<file path="src/hw/rtl/sadc_pkg.sv">
// package: shared constants, request codes and phase type for the serial adc frame controller
`default_nettype none

package sadc_pkg;

   // default geometry of the converter
   localparam int DEF_RESULT_BITS  = 10;
   localparam int DEF_ADDRESS_BITS = 4;
   localparam int DEF_FRAME_CLOCKS = 16;

   // park channel register
   localparam int CSR_DATA_W = 4;
   localparam int PARK_RESET = 13;

   // request codes on the mode field
   localparam int MODE_W = 2;
   localparam logic [MODE_W-1:0] MODE_NONE    = 2'd0;
   localparam logic [MODE_W-1:0] MODE_CONVERT = 2'd1;
   localparam logic [MODE_W-1:0] MODE_RESYNC  = 2'd2;

   // frame sequencer phases
   typedef enum logic [2:0] {
      PH_IDLE   = 3'd0,
      PH_RS_CS  = 3'd1,
      PH_RS_CLK = 3'd2,
      PH_C1_CS  = 3'd3,
      PH_C1_CLK = 3'd4,
      PH_C2_CS  = 3'd5,
      PH_C2_CLK = 3'd6
   } phase_type;

endpackage

`default_nettype wire

</file>
<file path="src/hw/rtl/serial_adc_frame_controller_unit.sv">
// top level: serial adc frame controller, one bit slot per transaction
//
//  channel | direction | handshake             | payload
//  --------+-----------+-----------------------+-----------------------------------------
//  req     | in        | req_tvalid/req_tready | mode, channel, dout_bit (one bit slot)
//  rsp     | out       | rsp_tvalid/rsp_tready | pin levels, busy, done, sample, sync flag
//  csr     | in        | csr_valid/csr_ready   | park channel
//
//  for every slot, the sequencer update and the result word are formed in
//  one pass of logic between the phase/shift registers and the rsp output register
//  a new req transaction is taken each cycle while rsp is free or being drained
//  reset puts the sequencer into resync at a chip-select slot with sync lost set
//  rsp stall holds the result register and stops req; csr writes are always taken
`default_nettype none

module serial_adc_frame_controller_unit #(
   parameter int RESULT_BITS  = sadc_pkg::DEF_RESULT_BITS,
   parameter int ADDRESS_BITS = sadc_pkg::DEF_ADDRESS_BITS,
   parameter int FRAME_CLOCKS = sadc_pkg::DEF_FRAME_CLOCKS,
   localparam int REQ_W = ((sadc_pkg::MODE_W + ADDRESS_BITS + 1 + 7) / 8) * 8,
   localparam int RSP_W = ((RESULT_BITS + 6 + 7) / 8) * 8
) (
   input  wire logic                            clock,
   input  wire logic                            reset,
   // config write
   input  wire logic                            csr_valid,
   output      logic                            csr_ready,
   input  wire logic [sadc_pkg::CSR_DATA_W-1:0] csr_data,    // park_channel
   // bit slot request
   input  wire logic                            req_tvalid,
   output      logic                            req_tready,
   input  wire logic [REQ_W-1:0]                req_tdata,   // mode, channel, dout_bit
   // slot result
   output      logic                            rsp_tvalid,
   input  wire logic                            rsp_tready,
   output      logic [RSP_W-1:0]                rsp_tdata    // chip_select, address_bit,
                                                             // clock_pulse, busy_res,
                                                             // done_res, sample_value,
                                                             // out_of_sync
);

   import sadc_pkg::*;

   localparam int CNT_MAX = (FRAME_CLOCKS > RESULT_BITS) ? FRAME_CLOCKS : RESULT_BITS;
   localparam int CNT_W   = $clog2(CNT_MAX + 1);

   // request fields
   logic [MODE_W-1:0]       req_mode;
   logic [ADDRESS_BITS-1:0] req_channel;
   logic                    req_dout;
   logic                    req_accept;

   assign req_mode    = req_tdata[MODE_W-1:0];
   assign req_channel = req_tdata[MODE_W +: ADDRESS_BITS];
   assign req_dout    = req_tdata[MODE_W + ADDRESS_BITS];

   // sequencer state
   phase_type               phase_ff, phase_in;
   logic [CNT_W-1:0]        bit_count_ff, bit_count_in;
   logic [ADDRESS_BITS-1:0] addr_ff, addr_in;
   logic [RESULT_BITS-1:0]  result_ff, result_in;
   logic                    short_ff, short_in;      // frame cut to one clock less
   logic                    first_done_ff, first_done_in;
   logic                    sync_lost_ff, sync_lost_in;
   logic [ADDRESS_BITS-1:0] park_ff, park_in;

   // output register
   logic                    rsp_valid_ff, rsp_valid_in;
   logic [RSP_W-1:0]        rsp_data_ff, rsp_data_in;

   // park channel write, masked to the address width
   logic [CSR_DATA_W+ADDRESS_BITS-1:0] csr_ext;

   assign csr_ready = 1'b1;
   assign csr_ext   = {{ADDRESS_BITS{1'b0}}, csr_data};
   assign park_in   = (csr_valid && csr_ready) ? csr_ext[ADDRESS_BITS-1:0] : park_ff;

   // output stage frees up when empty or drained this cycle
   assign req_tready = !rsp_valid_ff || rsp_tready;
   assign req_accept = req_tvalid && req_tready;
   assign rsp_tvalid = rsp_valid_ff;
   assign rsp_tdata  = rsp_data_ff;

   always_comb begin
      phase_type              ph;
      logic [CNT_W-1:0]       cnt_nx;
      logic [CNT_W-1:0]       limit;
      logic                   cs, ab, clk, busy, done;
      logic [RESULT_BITS-1:0] val;

      phase_in      = phase_ff;
      bit_count_in  = bit_count_ff;
      addr_in       = addr_ff;
      result_in     = result_ff;
      short_in      = short_ff;
      first_done_in = first_done_ff;
      sync_lost_in  = sync_lost_ff;
      ph            = phase_ff;
      cnt_nx        = bit_count_ff + CNT_W'(1);
      limit         = CNT_W'(FRAME_CLOCKS);
      cs            = 1'b0;
      ab            = 1'b0;
      clk           = 1'b0;
      busy          = 1'b0;
      done          = 1'b0;
      val           = '0;

      // idle slot that takes a request is already the first chip-select slot
      if (phase_ff == PH_IDLE) begin
         if (req_mode == MODE_CONVERT) begin
            addr_in = req_channel;
            ph      = PH_C1_CS;
         end else if (req_mode == MODE_RESYNC && sync_lost_ff) begin
            first_done_in = 1'b0;
            ph            = PH_RS_CS;
         end
      end

      unique case (ph)
         PH_RS_CS, PH_C1_CS, PH_C2_CS: begin
            if (ph != PH_C1_CS) begin
               addr_in = park_ff;
            end
            if (ph == PH_RS_CS) begin
               short_in = 1'b0;
            end
            if (ph == PH_C2_CS) begin
               result_in = '0;
            end
            bit_count_in = '0;
            cs           = 1'b1;
            busy         = 1'b1;
            ab           = addr_in[ADDRESS_BITS-1];
            phase_in     = (ph == PH_RS_CS) ? PH_RS_CLK :
                           (ph == PH_C1_CS) ? PH_C1_CLK : PH_C2_CLK;
         end
         PH_RS_CLK, PH_C1_CLK, PH_C2_CLK: begin
            busy     = 1'b1;
            clk      = 1'b1;
            ab       = addr_ff[ADDRESS_BITS-1];
            phase_in = ph;
            // readback window
            if (bit_count_ff < CNT_W'(RESULT_BITS)) begin
               if (ph == PH_RS_CLK) begin
                  if (!req_dout && first_done_ff) begin
                     short_in = 1'b1;
                  end
               end else if (ph == PH_C1_CLK) begin
                  if (!req_dout) begin
                     sync_lost_in = 1'b1;
                  end
               end else begin
                  result_in = {result_ff[RESULT_BITS-2:0], req_dout};
               end
            end
            // address pin holds its last bit once all are sent
            if (bit_count_ff < CNT_W'(ADDRESS_BITS - 1)) begin
               addr_in = {addr_ff[ADDRESS_BITS-2:0], 1'b0};
            end
            bit_count_in = cnt_nx;
            if (ph == PH_RS_CLK) begin
               limit = short_in ? CNT_W'(FRAME_CLOCKS - 1) : CNT_W'(FRAME_CLOCKS);
               if (cnt_nx >= limit) begin
                  if (!short_in && first_done_ff) begin
                     sync_lost_in = 1'b0;
                     phase_in     = PH_IDLE;
                  end else begin
                     first_done_in = 1'b1;
                     phase_in      = PH_RS_CS;
                  end
               end
            end else if (cnt_nx >= CNT_W'(FRAME_CLOCKS)) begin
               if (ph == PH_C1_CLK) begin
                  phase_in = PH_C2_CS;
               end else begin
                  done     = 1'b1;
                  val      = result_in;
                  phase_in = PH_IDLE;
               end
            end
         end
         default: begin
            phase_in = PH_IDLE;
         end
      endcase

      rsp_data_in = RSP_W'({sync_lost_in, val, done, busy, clk, ab, cs});

      // nothing moves without a slot
      if (!req_accept) begin
         phase_in      = phase_ff;
         bit_count_in  = bit_count_ff;
         addr_in       = addr_ff;
         result_in     = result_ff;
         short_in      = short_ff;
         first_done_in = first_done_ff;
         sync_lost_in  = sync_lost_ff;
         rsp_data_in   = rsp_data_ff;
      end

      rsp_valid_in = req_accept ? 1'b1 : (rsp_valid_ff && !rsp_tready);
   end

   always_ff @(posedge clock) begin
      if (reset) begin
         phase_ff      <= PH_RS_CS;
         bit_count_ff  <= '0;
         addr_ff       <= ADDRESS_BITS'(PARK_RESET);
         result_ff     <= '0;
         short_ff      <= 1'b0;
         first_done_ff <= 1'b0;
         sync_lost_ff  <= 1'b1;
         park_ff       <= ADDRESS_BITS'(PARK_RESET);
         rsp_valid_ff  <= 1'b0;
      end else begin
         phase_ff      <= phase_in;
         bit_count_ff  <= bit_count_in;
         addr_ff       <= addr_in;
         result_ff     <= result_in;
         short_ff      <= short_in;
         first_done_ff <= first_done_in;
         sync_lost_ff  <= sync_lost_in;
         park_ff       <= park_in;
         rsp_valid_ff  <= rsp_valid_in;
      end
   end

   // result word needs no reset
   always_ff @(posedge clock) begin
      rsp_data_ff <= rsp_data_in;
   end

`ifndef ASSERT_OFF
   // sync flag clears only at the end of a resync clock slot
   a_sync_clear: assert property (@(posedge clock) disable iff (reset)
      $fell(sync_lost_ff) |-> ($past(req_accept) && $past(phase_ff) == PH_RS_CLK))
      else $error("sync flag cleared outside resync");

   // sequencer only advances on a slot
   a_hold: assert property (@(posedge clock) disable iff (reset)
      !req_accept |=> ($stable(phase_ff) && $stable(bit_count_ff)))
      else $error("sequencer moved without a slot");

   // convert request from idle lands in the first clocked slot
   a_convert: assert property (@(posedge clock) disable iff (reset)
      (req_accept && phase_ff == PH_IDLE && req_mode == MODE_CONVERT)
      |=> (phase_ff == PH_C1_CLK))
      else $error("convert request not started");

   // slot counter never passes the frame length
   a_count: assert property (@(posedge clock) disable iff (reset)
      bit_count_ff <= CNT_W'(FRAME_CLOCKS))
      else $error("slot counter overran frame");
`endif

endmodule

`default_nettype wire

</file>
<file path="config.mk">
export PLATFORM = sky130hd
export DESIGN_NAME = serial_adc_frame_controller_unit
export DESIGN_NICKNAME = d
export VERILOG_FILES = /design/src/hw/rtl/sadc_pkg.sv /design/src/hw/rtl/serial_adc_frame_controller_unit.sv
export SDC_FILE = /design/constraint.sdc
export NUM_CORES = 1
export LEC_CHECK = 0
export ABC_AREA = 0
export BUFFER_PORTS_ARGS = -buffer_cell sky130_fd_sc_hd__buf_2
export CAP_MARGIN = 10
export CORE_ASPECT_RATIO = 0.7
export CORE_MARGIN = 3
export CORE_UTILIZATION = 25
export DETAILED_ROUTE_END_ITERATION = 7
export GPL_TIMING_DRIVEN = 0
export PLACE_DENSITY_LB_ADDON = 0.1
export SYNTH_ARGS = -nofsm -noshare
export SYNTH_HDL_FRONTEND = slang
export SYNTH_SLANG_ARGS = --single-unit
</file>
<file path="constraint.sdc">
create_clock -name clock -period 2.7 [get_ports clock]
set_clock_uncertainty 0.05 [all_clocks]
set_input_delay 0.54 -clock clock [delete_from_list [all_inputs] [get_ports clock]]
set_output_delay 0.54 -clock clock [all_outputs]
set_load 0.01 [all_outputs]
</file>
==> results.yml <==
synthesis:
  synthArstFlopShare: 0
  synth_fp_nets: 256
  synth.distinct_cells: 49
  yosysMostFrequentCell: "nor2_1"
  synth_area_um2: 2280
  ys_seq_elements: 46
  ys_top_cells_by_area: "dfxtp_1 (26%), edfxtp_1 (21%), mux2i_1 (6.1%)"
  synth_largest_area_cell: "dfxtp_1"
  ys.flop_type: "dfxtp_1"
  synth_common_cells: "nor2_1 (35), dfxtp_1 (30), a22oi_1 (17)"
  avgSynthCellArea_um2: 9.66
  synth-seq-area-share: 0.474
  synth_edf_count: 16
  yosysWarnings: 0
  synth_top_area_share: 0.263
  synthesis.instances: 236
worst_setup_path:
  arrival_ns: 2.55
  startpoint_type: "flop"
  cp_slowest_cell: "dfxtp_1"
  crit_fanout: 7
  slowest_delay_ns: 0.44
  critPathKind: "reg -> reg"
  rrSetupSlack_ns: 0.20
  end_kind: "flop"
  crit_chain: "nor3b_2 -> a41o_1 -> ha_1 -> nand2b_1 -> a21oi_1 -> a41oi_2 -> a31oi_1"
  worst_ep_required_time_ns: 2.75
  path_buf_inv: 0
  cp_top_family: "compound AO/OA/AOI/OAI gates"
finish:
  antennaDiodeCount: 0
  register_area_um2: 1080
  drive_above_1_share: 0.206
  fin_nets: 296
  multi_input_area_um2: 1110
  area_growth_pct: 20.8
  fillerInstances: 938
routing:
  viasPerCell: 4.74
  wl_per_cell_um: 14.6
  ant_nets: 0
  dr_total_vias: 1883
  drtIter0Drc: 143
  wl_mm: 5.82
  drtPass1Iterations: 5
  drcViolationCount: 0
timing:
  timing.final.max_slew_violations: 0
  period_share: 0.924
  post-route-min-period_ns: 2.50
  whs_ns: 0.415
  setup_slack_ns: 0.204
  fmax_mhz: 401
  hold_viol: 0
  worst_slew_pin_slew_ns: 0.824
  setup_violations: 0
  rsz0062_at_grt: "no"
  max_slew_margin: 0.447
die:
  io_pins: 36
  die_w_um: 120
  rows: 28
  core_area_um2: 8650
  floorplan.initialDensity: 0.264
  die_h_um: 85.9
  floorplan.die_area_um2: 10300
global_route:
  grt_util_all_layers: 0.117
  grt_pass1_vias: 1678
  grt_pass1_wl_mm: 9.33
  overflow: 0
  grt_max_degree: 17
  antenna_found_initial: 0
power:
  leakage_nw: 1.01
  peakVddDrop_mv: 0.233
  power_density_nw_per_um2: 595
status:
  status: "finished clean"
cts:
  cts_tree: "built"
  cts.reportedPaths.clkPinSlew_ns: 0.07
  clock_latency_ns: 0.29
  numCtsBuffers: 5
  ctsResizeCount: 0
  cts_hold_buffers: 0
  clock-root-buffer: "clkbuf_16"
  cts_htree_levels: 2
  clkSinkCount: 46
  cts_max_path_buffers: 2
  cts_setup_buffers: 0
placed_design:
  pre_cts_ws_ns: 0.192
  numPortBuffers: 32
  routabilityCongestion: 0.771
  dp_hpwl_mm: 4.33
flow_run:
  cap_violations: 0
worst_hold_path:
  hp-class: "in -> reg"
[report_power, final]
group	switching [W]	internal (W)	leakage (nW)
sequential	0.0000225	0.000751	0.396
combinational	0.000151	0.0000903	0.542
clock	0.000278	0.000348	0.0704
[final timing paths]
| check | startpoint | to | depth (start not counted) |
|---|---|---|---|
| max | phase_ff[1] | rsp_tdata[15] | 7 |
| min | csr_data[3] | park_ff[3] | 3 |
| max reg2reg | phase_ff[1] | rsp_tdata[15] | 7 |
| min reg2reg | park_ff[0] | park_ff[0] | 2 |
[logic make-up after synthesis]
family | Yosys count | synth area share
muxes | 16 | 0.0713
DFF | 46 | 0.474
and+or+nand+nor | 83 | 0.190
adders and majority gates | 3 | 0.0165
AOI/OAI and AO/OA | 61 | 0.189
other | 1 | 0.00164
buffers and inverters | 21 | 0.0384
xor gates and xnor gates | 5 | 0.0192
[layout by cell type, fill, tap and decap left out, drive strengths merged, types with 7 or more instances in the layout]
cell     n
nor3     7
nand2   12
edfxtp  16
nor2    35
a21oi   12
buf     38
inv     10
o21ai   10
mux2i   14
nand2b   7
clkbuf  12
dfxtp   30
a22oi   17
[sequential cells by signal, indices dropped and copies added, names as in the netlist]
register       flops
short_ff           1
result_ff         10
addr_ff            4
phase_ff           3
first_done_ff      1
rsp_tdata         16
sync_lost_ff       1
rsp_tvalid         1
bit_count_ff       5
park_ff            4
[tightest hold or removal path: cells and delay by family]
family                 cells  cell delay (ns)
and+or+nand+nor            1             0.06
buffers and inverters      1             0.07
muxes                      1             0.05
[stage by stage]
step / instance area, µm² / util / std cells / TNS (ns) / power [W]
after global placement: 2590 / 0.299 / 388 / -1.27 / 0.00103
after CTS: 2760 / 0.319 / 397 / 0 / 0.00166
after detailed placement: 2610 / 0.301 / 389 / 0 / 0.00103
after floorplan: 2280 / - / 236 / 0 / 0.000944
after global routing: 2760 / 0.319 / 397 / 0 / 0.00173
final: 2760 / 0.319 / 397 / 0 / 0.00164
[metal layers]
layer,vias to the layer above,global-route usage,routed length (µm)
li1,956,-,-
met1,876,0.196,3270
met2,47,0.143,2150
met3,4,0.0277,352
met4,0,0.0281,44
met5,-,0,0
[area by class of cell]
class / count / share of cell area
multi-input combinational: 169 / 0.404
timing repair buffer: 33 / 0.0635
tap: 120 / 0.0545
clock buffer: 5 / 0.0454
sequential: 46 / 0.392
buffer: 12 / 0.0195
clock inverter: 3 / 0.00908
inverter: 9 / 0.0123
No activity file was read; power rests on OpenSTA's default activity.
